--- src/rtl/nfsp_pkg.sv ---
// Shared types, character codes and event/status codes for the newline
// framed status parser. No dependencies.
package nfsp_pkg;

  localparam int unsigned PayloadLimitDefault = 128;
  localparam int unsigned StaleResetMs        = 1000;

  localparam logic [7:0] ChNewline = 8'h0A;
  localparam logic [7:0] ChSpace   = 8'h20;
  localparam logic [7:0] ChTilde   = 8'h7E;
  localparam logic [7:0] ChBang    = 8'h21;
  localparam logic [7:0] ChDollar  = 8'h24;
  localparam logic [7:0] ChComma   = 8'h2C;
  localparam logic [7:0] Ch0       = 8'h30;
  localparam logic [7:0] Ch1       = 8'h31;
  localparam logic [7:0] Ch2       = 8'h32;
  localparam logic [7:0] Ch7       = 8'h37;
  localparam logic [7:0] Ch9       = 8'h39;
  localparam logic [7:0] ChA       = 8'h41;
  localparam logic [7:0] ChO       = 8'h4F;
  localparam logic [7:0] ChS       = 8'h53;

  typedef enum logic [2:0] {
    EvNone     = 3'd0,
    EvStorage  = 3'd1,
    EvOverflow = 3'd2,
    EvSensor   = 3'd3,
    EvError    = 3'd4
  } nfsp_event_e;

  typedef enum logic [2:0] {
    StWaiting  = 3'd0,
    StStale    = 3'd1,
    StDisabled = 3'd2,
    StOk       = 3'd3,
    StFault    = 3'd4
  } nfsp_stor_e;

  // Table writes decided by one line verdict
  typedef struct packed {
    logic        stor_we;
    logic        stor_idx;
    logic [1:0]  stor_mode;
    logic        ovf_we;
    logic        sens_we;
    logic [2:0]  sens_idx;   // sensor number 1..7
    logic [31:0] number;
    logic [31:0] stamp;
  } nfsp_upd_t;

endpackage

--- src/rtl/nfsp_line_parser.sv ---
// Line framing, head capture, decimal accumulation, payload echo and line verdict.
// Depends on nfsp_pkg.
module nfsp_line_parser
  import nfsp_pkg::*;
#(
  parameter int unsigned PayloadLimit = PayloadLimitDefault
) (
  input  logic        clk_i,
  input  logic        rst_ni,
  input  logic        step_i,
  input  logic [7:0]  byte_i,
  input  logic [31:0] now_i,
  output nfsp_event_e event_o,
  output logic [2:0]  id_o,
  output logic [7:0]  payload_byte_o,
  output logic        payload_valid_o,
  output logic [31:0] error_count_o,
  output nfsp_upd_t   upd_o
);

  localparam int unsigned LineMax = PayloadLimit + 7;
  localparam int unsigned LenW    = $clog2(LineMax + 1);

  logic [LenW-1:0] len_q, len_d;
  logic            disc_q, disc_d;
  logic [7:0]      head_q [7];
  logic [7:0]      head_d [7];
  logic [31:0]     acc_q, acc_d;
  logic            bad_q, bad_d;
  logic [31:0]     err_q, err_d;

  logic            is_nl, printable, full, is_digit;
  logic [LenW-1:0] new_len;
  logic [7:0]      head_n [7];
  logic [35:0]     acc_wide;
  logic            pref_s_n, pref_o_n, pref_a_n, sens_ok_n, do_acc, echo;
  logic            pref_s, pref_o, pref_a, stor_ok, ovf_match, sens_ok;

  assign is_nl     = byte_i == ChNewline;
  assign printable = (byte_i >= ChSpace) && (byte_i <= ChTilde);
  assign full      = len_q == LenW'(LineMax);
  assign new_len   = len_q + LenW'(1);
  assign is_digit  = byte_i inside {[Ch0:Ch9]};
  // acc * 10 + digit, wide enough to see a 32-bit overflow
  assign acc_wide  = {1'b0, acc_q, 3'b000} + {3'b000, acc_q, 1'b0}
                   + {32'd0, byte_i[3:0]};

  always_comb begin
    head_n = head_q;
    if (len_q < LenW'(7)) begin
      head_n[len_q[2:0]] = byte_i;
    end
  end

  // Head checks as seen after this byte is stored
  assign pref_s_n = (new_len >= LenW'(3)) && head_n[0] == ChBang && head_n[1] == ChS
                    && head_n[2] == ChComma;
  assign pref_o_n = (new_len >= LenW'(3)) && head_n[0] == ChBang && head_n[1] == ChO
                    && head_n[2] == ChComma;
  assign pref_a_n = (new_len >= LenW'(3)) && head_n[0] == ChBang && head_n[1] == ChA
                    && head_n[2] == ChComma;
  assign sens_ok_n = pref_a_n && (new_len >= LenW'(5)) && (head_n[3] inside {[Ch1:Ch7]})
                     && head_n[4] == ChComma;
  assign do_acc = (pref_s_n && len_q >= LenW'(7)) || (pref_o_n && len_q >= LenW'(5));
  assign echo   = (len_q >= LenW'(5)) && sens_ok_n && head_n[5] == ChDollar
                  && (new_len < LenW'(PayloadLimit + 5));

  // Verdict checks on the completed line
  assign pref_s = (len_q >= LenW'(3)) && head_q[0] == ChBang && head_q[1] == ChS
                  && head_q[2] == ChComma;
  assign pref_o = (len_q >= LenW'(3)) && head_q[0] == ChBang && head_q[1] == ChO
                  && head_q[2] == ChComma;
  assign pref_a = (len_q >= LenW'(3)) && head_q[0] == ChBang && head_q[1] == ChA
                  && head_q[2] == ChComma;
  assign stor_ok = (len_q >= LenW'(8)) && (head_q[3] inside {[Ch0:Ch1]})
                   && head_q[4] == ChComma && (head_q[5] inside {[Ch0:Ch2]})
                   && head_q[6] == ChComma && !bad_q;
  assign ovf_match = (len_q >= LenW'(6)) && pref_o && (head_q[3] inside {[Ch1:Ch7]})
                     && head_q[4] == ChComma;
  assign sens_ok = (len_q >= LenW'(7)) && pref_a && (head_q[3] inside {[Ch1:Ch7]})
                   && head_q[4] == ChComma && head_q[5] == ChDollar
                   && (len_q < LenW'(PayloadLimit + 5));

  always_comb begin
    len_d           = len_q;
    disc_d          = disc_q;
    head_d          = head_q;
    acc_d           = acc_q;
    bad_d           = bad_q;
    err_d           = err_q;
    event_o         = EvNone;
    id_o            = 3'd0;
    payload_byte_o  = 8'd0;
    payload_valid_o = 1'b0;
    upd_o           = '0;
    upd_o.number    = acc_q;
    upd_o.stamp     = now_i;
    upd_o.stor_idx  = head_q[3][0];
    upd_o.stor_mode = head_q[5][1:0];
    upd_o.sens_idx  = head_q[3][2:0];
    if (is_nl) begin
      if (!disc_q && len_q != '0) begin
        if (pref_s) begin
          if (stor_ok) begin
            upd_o.stor_we = 1'b1;
            event_o       = EvStorage;
            id_o          = {2'b00, head_q[3][0]};
          end else begin
            err_d   = err_q + 32'd1;
            event_o = EvError;
          end
        end else if (ovf_match) begin
          if (bad_q) begin
            err_d   = err_q + 32'd1;
            event_o = EvError;
          end else begin
            upd_o.ovf_we = 1'b1;
            event_o      = EvOverflow;
            id_o         = head_q[3][2:0];
          end
        end else if (sens_ok) begin
          upd_o.sens_we = 1'b1;
          event_o       = EvSensor;
          id_o          = head_q[3][2:0];
        end else begin
          err_d   = err_q + 32'd1;
          event_o = EvError;
        end
      end
      len_d  = '0;
      disc_d = 1'b0;
      acc_d  = 32'd0;
      bad_d  = 1'b0;
    end else if (!disc_q) begin
      if (!printable || full) begin
        err_d   = err_q + 32'd1;
        disc_d  = 1'b1;
        event_o = EvError;
      end else begin
        head_d = head_n;
        len_d  = new_len;
        if (len_q == '0) begin
          acc_d = 32'd0;
          bad_d = 1'b0;
        end
        if (do_acc && !bad_q) begin
          if (!is_digit || acc_wide[35:32] != 4'd0) begin
            bad_d = 1'b1;
          end else begin
            acc_d = acc_wide[31:0];
          end
        end
        if (echo) begin
          payload_byte_o  = byte_i;
          payload_valid_o = 1'b1;
          id_o            = head_n[3][2:0];
        end
      end
    end
  end

  assign error_count_o = err_d;

  always_ff @(posedge clk_i or negedge rst_ni) begin
    if (!rst_ni) begin
      len_q  <= '0;
      disc_q <= 1'b1;
      acc_q  <= 32'd0;
      bad_q  <= 1'b0;
      err_q  <= 32'd0;
    end else if (step_i) begin
      len_q  <= len_d;
      disc_q <= disc_d;
      acc_q  <= acc_d;
      bad_q  <= bad_d;
      err_q  <= err_d;
    end
  end

  // Head bytes are only read behind a length check
  always_ff @(posedge clk_i) begin
    if (step_i) begin
      head_q <= head_d;
    end
  end

endmodule

--- src/rtl/nfsp_status_tables.sv ---
// Per-sensor and per-storage status tables with post-update query read and
// storage staleness. Depends on nfsp_pkg.
module nfsp_status_tables
  import nfsp_pkg::*;
(
  input  logic        clk_i,
  input  logic        rst_ni,
  input  logic        step_i,
  input  nfsp_upd_t   upd_i,
  input  logic [31:0] now_i,
  input  logic [2:0]  query_sensor_i,
  input  logic        query_storage_i,
  input  logic [32:0] limit3_i,
  output logic        queried_seen_o,
  output logic [31:0] queried_last_ms_o,
  output logic [31:0] queried_overflows_o,
  output nfsp_stor_e  storage_state_o,
  output logic [31:0] storage_error_count_o
);

  logic        sens_seen_q [7];
  logic        sens_seen_d [7];
  logic [31:0] sens_time_q [7];
  logic [31:0] sens_time_d [7];
  logic [31:0] sens_ovf_q  [7];
  logic [31:0] sens_ovf_d  [7];
  logic        stor_seen_q [2];
  logic        stor_seen_d [2];
  logic [1:0]  stor_mode_q [2];
  logic [1:0]  stor_mode_d [2];
  logic [31:0] stor_err_q  [2];
  logic [31:0] stor_err_d  [2];
  logic [31:0] stor_time_q [2];
  logic [31:0] stor_time_d [2];

  logic [2:0]  wr_n, rd_n;
  logic [31:0] age;

  assign wr_n = upd_i.sens_idx - 3'd1;
  assign rd_n = query_sensor_i - 3'd1;

  always_comb begin
    sens_seen_d = sens_seen_q;
    sens_time_d = sens_time_q;
    sens_ovf_d  = sens_ovf_q;
    stor_seen_d = stor_seen_q;
    stor_mode_d = stor_mode_q;
    stor_err_d  = stor_err_q;
    stor_time_d = stor_time_q;
    if (step_i && upd_i.sens_we) begin
      sens_seen_d[wr_n] = 1'b1;
      sens_time_d[wr_n] = upd_i.stamp;
    end
    if (step_i && upd_i.ovf_we) begin
      sens_ovf_d[wr_n] = upd_i.number;
    end
    if (step_i && upd_i.stor_we) begin
      stor_seen_d[upd_i.stor_idx] = 1'b1;
      stor_mode_d[upd_i.stor_idx] = upd_i.stor_mode;
      stor_err_d[upd_i.stor_idx]  = upd_i.number;
      stor_time_d[upd_i.stor_idx] = upd_i.stamp;
    end
  end

  // Query reads see this item's own update
  always_comb begin
    if (query_sensor_i == 3'd0) begin
      queried_seen_o      = 1'b0;
      queried_last_ms_o   = 32'd0;
      queried_overflows_o = 32'd0;
    end else begin
      queried_seen_o      = sens_seen_d[rd_n];
      queried_last_ms_o   = sens_time_d[rd_n];
      queried_overflows_o = sens_ovf_d[rd_n];
    end
  end

  assign age                   = now_i - stor_time_d[query_storage_i];
  assign storage_error_count_o = stor_err_d[query_storage_i];

  always_comb begin
    if (!stor_seen_d[query_storage_i]) begin
      storage_state_o = ({1'b0, now_i} > limit3_i) ? StStale : StWaiting;
    end else if ({1'b0, age} > limit3_i) begin
      storage_state_o = StStale;
    end else begin
      case (stor_mode_d[query_storage_i])
        2'd0:    storage_state_o = StDisabled;
        2'd1:    storage_state_o = StOk;
        default: storage_state_o = StFault;
      endcase
    end
  end

  always_ff @(posedge clk_i or negedge rst_ni) begin
    if (!rst_ni) begin
      for (int i = 0; i < 7; i++) begin
        sens_seen_q[i] <= 1'b0;
        sens_time_q[i] <= 32'd0;
        sens_ovf_q[i]  <= 32'd0;
      end
      for (int i = 0; i < 2; i++) begin
        stor_seen_q[i] <= 1'b0;
        stor_mode_q[i] <= 2'd0;
        stor_err_q[i]  <= 32'd0;
        stor_time_q[i] <= 32'd0;
      end
    end else begin
      sens_seen_q <= sens_seen_d;
      sens_time_q <= sens_time_d;
      sens_ovf_q  <= sens_ovf_d;
      stor_seen_q <= stor_seen_d;
      stor_mode_q <= stor_mode_d;
      stor_err_q  <= stor_err_d;
      stor_time_q <= stor_time_d;
    end
  end

endmodule

--- src/rtl/newline_frame_status_parser.sv ---
// Top level of the newline framed status parser: input register, parser,
// status tables and result register. Depends on nfsp_pkg and both submodules.
//
//  channel  dir  handshake            payload
//  s_*      in   s_tvalid/s_tready    tdata: rx_byte, now_ms; tuser: query fields
//  m_*      out  m_tvalid/m_tready    tdata: report fields; tuser: event, echo flag
//  cfg_*    in   cfg_we               cfg_wdata: stale_period_ms
//
// One item per cycle sustained while m_tready is high; an item waits in the
// input register until the result register can take it, and its result is
// then written there. All per-item work is one combinational pass from the
// input register, through the parser and table update, into the result
// register. Reset clears tables and counters, loads a 1000 ms period and
// drops bytes up to the first newline. s_tready drops only while both
// registers are full and m_tready is low.
module newline_frame_status_parser
  import nfsp_pkg::*;
#(
  parameter int unsigned PayloadLimit = PayloadLimitDefault
) (
  input  logic         clk_i,
  input  logic         rst_ni,
  input  logic         s_tvalid_i,
  output logic         s_tready_o,
  input  logic [39:0]  s_tdata_i,  // [7:0] rx_byte, [39:8] now_ms
  input  logic [3:0]   s_tuser_i,  // [2:0] query_sensor, [3] query_storage
  output logic         m_tvalid_o,
  input  logic         m_tready_i,
  // [2:0] event_id, [10:3] payload_byte, [42:11] error_count, [43] queried_seen,
  // [75:44] queried_last_ms, [107:76] queried_overflows, [110:108] storage_state,
  // [142:111] storage_error_count, [143] zero
  output logic [143:0] m_tdata_o,
  output logic [3:0]   m_tuser_o,  // [2:0] event_res, [3] payload_valid
  input  logic         cfg_we_i,
  input  logic [30:0]  cfg_wdata_i
);

  logic        in_valid_q, in_valid_d;
  logic [7:0]  in_byte_q;
  logic [31:0] in_now_q;
  logic [2:0]  in_qs_q;
  logic        in_qst_q;
  logic        m_valid_q, m_valid_d;
  logic [143:0] m_data_q;
  logic [3:0]   m_user_q;
  logic [32:0]  limit3_q;

  logic        advance, s_take;
  nfsp_event_e ev;
  logic [2:0]  ev_id;
  logic [7:0]  pay_byte;
  logic        pay_valid;
  logic [31:0] err_count;
  nfsp_upd_t   upd;
  logic        q_seen;
  logic [31:0] q_last, q_ovf, stor_errs;
  nfsp_stor_e  stor_state;

  assign advance    = in_valid_q && (!m_valid_q || m_tready_i);
  assign s_tready_o = !in_valid_q || advance;
  assign s_take     = s_tvalid_i && s_tready_o;
  assign in_valid_d = s_take || (in_valid_q && !advance);
  assign m_valid_d  = advance || (m_valid_q && !m_tready_i);

  always_ff @(posedge clk_i or negedge rst_ni) begin
    if (!rst_ni) begin
      in_valid_q <= 1'b0;
      m_valid_q  <= 1'b0;
      limit3_q   <= 33'(3 * StaleResetMs);
    end else begin
      in_valid_q <= in_valid_d;
      m_valid_q  <= m_valid_d;
      // hold three periods, no wrap
      if (cfg_we_i) begin
        limit3_q <= {2'b00, cfg_wdata_i} + {1'b0, cfg_wdata_i, 1'b0};
      end
    end
  end

  always_ff @(posedge clk_i) begin
    if (s_take) begin
      in_byte_q <= s_tdata_i[7:0];
      in_now_q  <= s_tdata_i[39:8];
      in_qs_q   <= s_tuser_i[2:0];
      in_qst_q  <= s_tuser_i[3];
    end
    if (advance) begin
      m_data_q <= {1'b0, stor_errs, stor_state, q_ovf, q_last, q_seen, err_count,
                   pay_byte, ev_id};
      m_user_q <= {pay_valid, ev};
    end
  end

  nfsp_line_parser #(
    .PayloadLimit(PayloadLimit)
  ) u_parser (
    .clk_i          (clk_i),
    .rst_ni         (rst_ni),
    .step_i         (advance),
    .byte_i         (in_byte_q),
    .now_i          (in_now_q),
    .event_o        (ev),
    .id_o           (ev_id),
    .payload_byte_o (pay_byte),
    .payload_valid_o(pay_valid),
    .error_count_o  (err_count),
    .upd_o          (upd)
  );

  nfsp_status_tables u_tables (
    .clk_i                (clk_i),
    .rst_ni               (rst_ni),
    .step_i               (advance),
    .upd_i                (upd),
    .now_i                (in_now_q),
    .query_sensor_i       (in_qs_q),
    .query_storage_i      (in_qst_q),
    .limit3_i             (limit3_q),
    .queried_seen_o       (q_seen),
    .queried_last_ms_o    (q_last),
    .queried_overflows_o  (q_ovf),
    .storage_state_o      (stor_state),
    .storage_error_count_o(stor_errs)
  );

  assign m_tvalid_o = m_valid_q;
  assign m_tdata_o  = m_data_q;
  assign m_tuser_o  = m_user_q;

`ifndef NO_ASSERTIONS
  a_in_hold: assert property (@(posedge clk_i) disable iff (!rst_ni)
    in_valid_q && !advance |=> in_valid_q && $stable(in_byte_q) && $stable(in_now_q))
    else $error("held input item changed or vanished");

  a_adv_result: assert property (@(posedge clk_i) disable iff (!rst_ni)
    advance |=> m_valid_q)
    else $error("processed item produced no result");

  a_stall_cause: assert property (@(posedge clk_i) disable iff (!rst_ni)
    !s_tready_o |-> in_valid_q && m_valid_q && !m_tready_i)
    else $error("input stalled without a full pipeline");

  a_event_code: assert property (@(posedge clk_i) disable iff (!rst_ni)
    m_valid_q |-> m_user_q[2:0] <= EvError)
    else $error("result carries an undefined event code");
`endif

endmodule
--- config.mk ---
export PLATFORM = sky130hd
export DESIGN_NAME = newline_frame_status_parser
export DESIGN_NICKNAME = d
export VERILOG_FILES = /design/src/rtl/nfsp_pkg.sv /design/src/rtl/nfsp_line_parser.sv /design/src/rtl/nfsp_status_tables.sv /design/src/rtl/newline_frame_status_parser.sv
export SDC_FILE = /design/constraint.sdc
export NUM_CORES = 2
export LEC_CHECK = 0
export BUFFER_PORTS_ARGS = -buffer_cell sky130_fd_sc_hd__buf_2
export CAP_MARGIN = 20
export CORE_UTILIZATION = 40
export CTS_BUF_LIST = sky130_fd_sc_hd__clkbuf_2 sky130_fd_sc_hd__clkbuf_4 sky130_fd_sc_hd__clkbuf_8
export DETAILED_ROUTE_END_ITERATION = 12
export GPL_TIMING_DRIVEN = 0
export PLACE_DENSITY_LB_ADDON = 0.08
export SETUP_SLACK_MARGIN = 0.1
export SYNTH_ARGS = -nofsm -noshare
export SYNTH_HDL_FRONTEND = slang
export SYNTH_SLANG_ARGS = --single-unit
--- constraint.sdc ---
create_clock -name clk_i -period 10.5 [get_ports clk_i]
set_input_delay 0.525 -clock clk_i [delete_from_list [all_inputs] [get_ports clk_i]]
set_output_delay 0.525 -clock clk_i [all_outputs]
set_load 0.1 [all_outputs]
# Word-level counts from Yosys, hierarchy flattened
# Cells that the tools add are included.
# word_totals
ff_bits	945
input_bits	80
word_cells	311
# op_classes
n_addsub	8
n_lt_le_gt_ge	32
n_eq_ne	20
n_mux	109
bitwise	11
reduce_logical	78
# op_table
op	n
32-bit two-way mux	27
224-bit bitwise mux	2
224-bit two-way mux	2
32-bit binary-select mux with 3-bit select	2
64-bit bitwise mux	2
64-bit two-way mux	2
32-bit demux with 3-bit select	1
8-bit by 6-bit == test with 1-bit output (second input constant)	9
32-bit by 33-bit greater-than comparator with 1-bit output	2
3-bit two-way mux	20
56-bit bitwise mux	1
56-bit two-way mux	1
1-bit logical AND	53
8-bit by 7-bit == test with 1-bit output (second input constant)	6
8-bit by 6-bit >= comparator with 1-bit output (second input constant)	6
8-bit by 6-bit less-or-equal comparator with 1-bit output (second input constant)	5
35-bit by 33-bit adder with 36-bit output	1
36-bit by 4-bit adder with 36-bit output	1
31-bit by 32-bit adder with 33-bit output	1
32-bit by 1-bit adder with 32-bit output (second input constant)	1
32-bit demux with 1-bit select	1
8-bit by 3-bit >= comparator with 1-bit output (second input constant)	4
8-bit two-way mux	4
32-bit subtractor	1
44 further kinds	103

# Logic depth before layout (Yosys ltp)
# depth
depth_word	21
depth_mapped	34
depth_no_buf	32

# Hierarchy
# A second synthesis with hierarchy kept.
# hier_totals
hier_cells	4461
hier_area_um2	50034.2
# modules_own_cells
mod	n_inst	cells_each	area_each_um2	seq_area_each_um2
nfsp_status_tables	1	2776	30760.8	14739.1
nfsp_line_parser	1	1147	10391.2	3534.6
newline_frame_status_parser	1	538	8882.3	6620.1

# Least setup slack after synthesis
# No wires, ideal clock.
# synth_timing
path_type	flip-flop to flip-flop
startpoint	reg in_byte_q[7]
endpoint	reg m_data_q[108] (netlist: m_tdata_o[108]), data pin
setup_ns	0.262
t_arrival_ns	6.825
required_time_ns	10.238
setup_slack_ns	3.413
stages_incl_launch_ff	26
n_path_buf	1
path_cell_list	edfxtp_1 > or3_4 > or4_4 > or4_1 > nand4b_1 > nor2_1 > clkbuf_1 > mux2_2 > o21ai_0 > ha_1 > a2111o_1 > o21bai_1 > a31o_2 > a2111o_1 > o221ai_1 > o311ai_0 > o21a_1 > nor2_1 > xnor2_1 > ha_1 > nand4_1 > or4_1 > nor3_1 > nand3_1 > a21o_1 > a2bb2oi_1
# synth_rtl
element	line	text
from (decl)	newline_frame_status_parser.sv:39	logic [7:0] in_byte_q;
from (signal assigned)	newline_frame_status_parser.sv:82	in_byte_q <= s_tdata_i[7:0];
to (signal assigned)	newline_frame_status_parser.sv:88	m_data_q <= {1'b0, stor_errs, stor_state, q_ovf, q_last, q_seen, err_count,
to (decl)	newline_frame_status_parser.sv:44	logic [143:0] m_data_q;

==> key figures <==
Outcome
  • Status: finished clean

Clock tree
  • CTS sink cnt: 945
  • H-tree levels: 4
  • Clock buffers created by TritonCTS: 171
  • Worst skew pair latency: 840 ps
  • Number of post-CTS setup repair buffers: 0
  • Clock tree root buffer cell: sky130_fd_sc_hd__clkbuf_8
  • Maximum buffer depth of the clock tree: 3
  • Clock-pin slew on the worst setup and hold paths: 70 ps
  • Clock tree from TritonCTS: done

Global route
  • First-pass GRT wire length: 208000 um
  • Total overflow reported by the global router: 0
  • Antenna violations before repair: 4
  • Maximum number of pins on one net before global-route repair: 111
  • Overall track demand over capacity in global routing: 0.227
  • Via count of the first global-routing pass: 34.1k

Timing
  • Smallest setup slack after layout: 801 ps
  • Achievable frequency: 103 MHz
  • Final sum of negative setup slack: 0 ps
  • Share of the clock period used by the worst path after layout: 0.924
  • Unrepaired setup endpoints after global routing: false
  • Final min period: 9700 ps
  • Pin slew with the least headroom to its limit: 1140 ps
  • Relative slew slack: 0.240
  • Final Hold Viols: 0
  • Worst clock skew on the final layout: 38.6 ps
  • Final count of pins violating max slew: 0
  • Total of endpoints with negative setup slack in the final report: 0

Die
  • Die H: 345 um
  • # rows: 125
  • Core ar.: 0.117 mm^2
  • Overall die width: 345 um
  • Effective utilization at floorplan: 0.405
  • Count of pins on the block boundary: 230
  • Floorplan die area: 0.119 mm^2

Placed design
  • Half-perimeter wire length after placement: 94600 um
  • Final Wtd Congestion: 0.855
  • I/O Buffers: 227
  • Post-placement setup slack: 608 ps

Logic synthesis
  • Mapped Cells: 4092
  • Share of flip-flops with an asynchronous set or reset after synthesis: 0.739
  • Post-synthesis share of cell area spent on full adders, half adders and majority gates: 0.0555
  • Yosys Warn Count: 0
  • Summed instance area of the synthesized netlist: 0.0472 mm^2
  • Simple-Gate Fraction of Synth Area: 0.116
  • Xor-xnor portion of the synthesized cell area: 0.0262
  • Post-synthesis cell type with the largest combined area: sky130_fd_sc_hd__dfrtp_1
  • Biggest area contributors in the synthesized netlist: sky130_fd_sc_hd__dfrtp_1 (37%), sky130_fd_sc_hd__edfxtp_1 (16%), sky130_fd_sc_hd__mux2_2 (11%), sky130_fd_sc_hd__ha_1 (5.4%), sky130_fd_sc_hd__nand2_1 (4.9%)
  • Share of the synthesized area in compound gates (AO/OA/AOI/OAI): 0.102
  • Most common flop cell mapped by yosys: sky130_fd_sc_hd__dfrtp_1
  • EDFF count, synth: 247
  • Register area share after synthesis: 0.528
  • Number of distinct standard cells referenced by the synthesized netlist: 86
  • Dominant combinational cell family by area after synthesis: multiplexers
  • Share of the synthesized area in the top cell type: 0.366
  • Synthesized area per cell: 11.5 um^2
  • Post-synthesis mux area share: 0.145
  • #FFs+latches synth: 945

Setup path
  • Crit Path Max Fanout: 10
  • Startpoint Class: register
  • Critical path start-end classification: register to register
  • CP arrival: 10350 ps
  • Type of destination of the critical path: register
  • Worst Path Required: 11150 ps

Power and ir drop
  • Part of the total power dissipated in the clock network: 0.407
  • Max IR drop VDD: 0.110 mV
  • Internal Dissipation: 6.30 mW
  • Net Sw Frac: 0.291
  • Net switching power: 2.58 mW
  • Portion of total power attributed to sequential cells: 0.446
  • Logic gate share of total power: 0.146
  • Leakage power figure: 25.7 nW
  • Cell area power density: 163 mW/mm^2

Cells and area
  • Commonest cells after routing, fill and taps aside: sky130_fd_sc_hd__dfrtp_1 (690), sky130_fd_sc_hd__nand2_1 (613), sky130_fd_sc_hd__mux2_2 (462)
  • Most common cell after layout, fill and taps aside: sky130_fd_sc_hd__dfrtp_1
  • Final-layout fill cell count: 10.9k
  • Final layout net count: 4846
  • Reg area: 0.0249 mm^2
  • Area used by multi-input combinational logic: 0.0210 mm^2
  • Final core area utilization: 0.469
  • Share of layout cells above drive strength 1: 0.234
  • Relative area change from synthesis to final layout: 15.8%

Detailed routing
  • Total detailed-routing wirelength: 136000 um
  • Iteration count of the initial detailed-routing pass: 7
  • Count of unresolved DRC violations after routing: 0
  • Drt via density: 5.34
  • Routed len/inst: 21.8 um
  • Count of nets left with antenna violations after detail routing: 0
  • Starting DRC count in detailed routing: 2085
  • Detailed-route via count: 33.3k

Min path
  • Classification of the worst-slack hold path: primary input to register

Flow run
  • Max Cap Viol: 0
## stage by stage
stage / instances / power, mW / hold WS (ps) / cell area (um^2)
after global placement: 5844 / 5.32 / 435 / 50200
after global routing: 6225 / 9.27 / 86.9 / 54600
after CTS: 6220 / 9.01 / 12.8 / 54600
after floorplan: 4093 / 4.92 / 229 / 47200
final: 6225 / 8.88 / 113 / 54600
after detailed placement: 5858 / 5.33 / 405 / 50500
## final timing paths
path / slack, ps / start / cells after the start / to
setup / recovery: 800 / u_parser.len_q[0]$_DFFE_PN0P_ / 27 / m_tdata_o[108]$_DFFE_PP_
hold / removal: 110 / cfg_wdata_i[30] / 3 / limit3_q[31]$_DFFE_PN0P_
setup reg to reg: 800 / u_parser.len_q[0]$_DFFE_PN0P_ / 27 / m_tdata_o[108]$_DFFE_PP_
hold reg to reg: 450 / u_tables.stor_seen_q[1]$_DFF_PN0_ / 1 / u_tables.stor_seen_q[1]$_DFF_PN0_
max in group asynchronous: 7600 / rst_ni / 7 / u_tables.sens_time_q[154]$_DFF_PN0_
min in group asynchronous: 150 / rst_ni / 2 / u_tables.sens_ovf_q[184]$_DFF_PN0_
## routing by layer
metal	part of all wire	global-route usage
met5	0	0
met2	0.47	0.371
met4	0.023	0.0671
met3	0.044	0.0377
met1	0.46	0.309
## power by group through the flow
stage                     sequential, mW  combinational [mW]  clock (mW)
after floorplan                     4.33               0.590           0
after global placement              4.05                1.28           0
after detailed placement            4.03                1.29           0
after CTS                           3.97                1.31        3.73
after global routing                3.97                1.42        3.88
final                               3.96                1.30        3.62
## cell families after synthesis
kind of cell,after synthesis
compound gates,698
fa+ha+maj,207
simple gates,1178
other cells,1
mux,583
xor+xnor,141
flops,945
buf+inv,339
## area by class of cell
type | count | area share
clock inverter | 42 | 0.00582
buffer | 250 | 0.0178
sequential | 945 | 0.456
clock buffer | 270 | 0.0595
antenna | 3 | 0.000137
tap | 1524 | 0.0349
timing repair buffer | 293 | 0.0358
inverter | 89 | 0.00625
multi-input combinational | 2809 | 0.384
## cell usage after synthesis, drive strengths merged, types with 12 or more instances
| library cell | n |
|---|---|
| dfrtp | 690 |
| nand2 | 613 |
| mux2 | 470 |
| edfxtp | 247 |
| clkbuf | 220 |
| ha | 203 |
| o21ai | 165 |
| nor2 | 146 |
| a21oi | 94 |
| inv | 89 |
| xnor2 | 85 |
| mux2i | 81 |
| a31oi | 74 |
| nand3 | 71 |
| nand2b | 56 |
| xor2 | 56 |
| nor3 | 52 |
| a21o | 48 |
| or2 | 46 |
| o21bai | 45 |
| nand4 | 38 |
| a22o | 34 |
| a32oi | 34 |
| o2111ai | 34 |
| o2bb2ai | 34 |
| a2bb2oi | 33 |
| mux4 | 32 |
| buf | 30 |
| nor4 | 23 |
| and2 | 22 |
| and3 | 20 |
| o21a | 19 |
| nor2b | 18 |
| a211oi | 13 |
| or4 | 12 |
## state kept, by name, indices dropped and copies added (netlist names), named ones only
register	cells
in_byte_q	8
in_now_q	32
in_qs_q	3
in_qst_q	1
in_valid_q	1
limit3_q	33
m_tdata_o	143
m_tuser_o	4
m_tvalid_o	1
u_parser.acc_q	32
u_parser.bad_q	1
u_parser.disc_q	1
u_parser.err_q	32
u_parser.head_q	43
u_parser.len_q	8
u_parser.upd_o	5
u_tables.sens_ovf_q	224
u_tables.sens_seen_q	7
u_tables.sens_time_q	224
u_tables.stor_err_q	64
u_tables.stor_mode_q	4
u_tables.stor_seen_q	2
u_tables.stor_time_q	64
## what timing repair did
item                                    4_1_cts  5_1_grt
resized for setup                             0        1
endpoints found under the setup margin        0        3
hold buffers                                 50        0
hold endpoints to repair                    156        0
## critical path: stages (launching register included)
cell and delay [ps]:
sky130_fd_sc_hd__dfrtp_1 390, sky130_fd_sc_hd__clkbuf_1 410, sky130_fd_sc_hd__inv_1 240, sky130_fd_sc_hd__ha_1 300, sky130_fd_sc_hd__and3_1 180, sky130_fd_sc_hd__or4_1 570, sky130_fd_sc_hd__nand4b_1 370, sky130_fd_sc_hd__nor2_2 610
sky130_fd_sc_hd__clkbuf_1 700, sky130_fd_sc_hd__mux2_2 420, sky130_fd_sc_hd__o21ai_0 230, sky130_fd_sc_hd__ha_1 320, sky130_fd_sc_hd__a2111o_1 450, sky130_fd_sc_hd__o211ai_1 270, sky130_fd_sc_hd__a21o_1 240, sky130_fd_sc_hd__o21ai_0 160
sky130_fd_sc_hd__o31ai_1 520, sky130_fd_sc_hd__o311ai_0 240, sky130_fd_sc_hd__a31oi_1 230, sky130_fd_sc_hd__xor2_1 120, sky130_fd_sc_hd__ha_1 350, sky130_fd_sc_hd__inv_1 40, sky130_fd_sc_hd__or4_1 540, sky130_fd_sc_hd__nor3_1 530
sky130_fd_sc_hd__o21ai_0 310, sky130_fd_sc_hd__o221ai_1 260, sky130_fd_sc_hd__a21o_1 240, sky130_fd_sc_hd__a2bb2oi_1 250
Power figures use the tool's default switching activity.
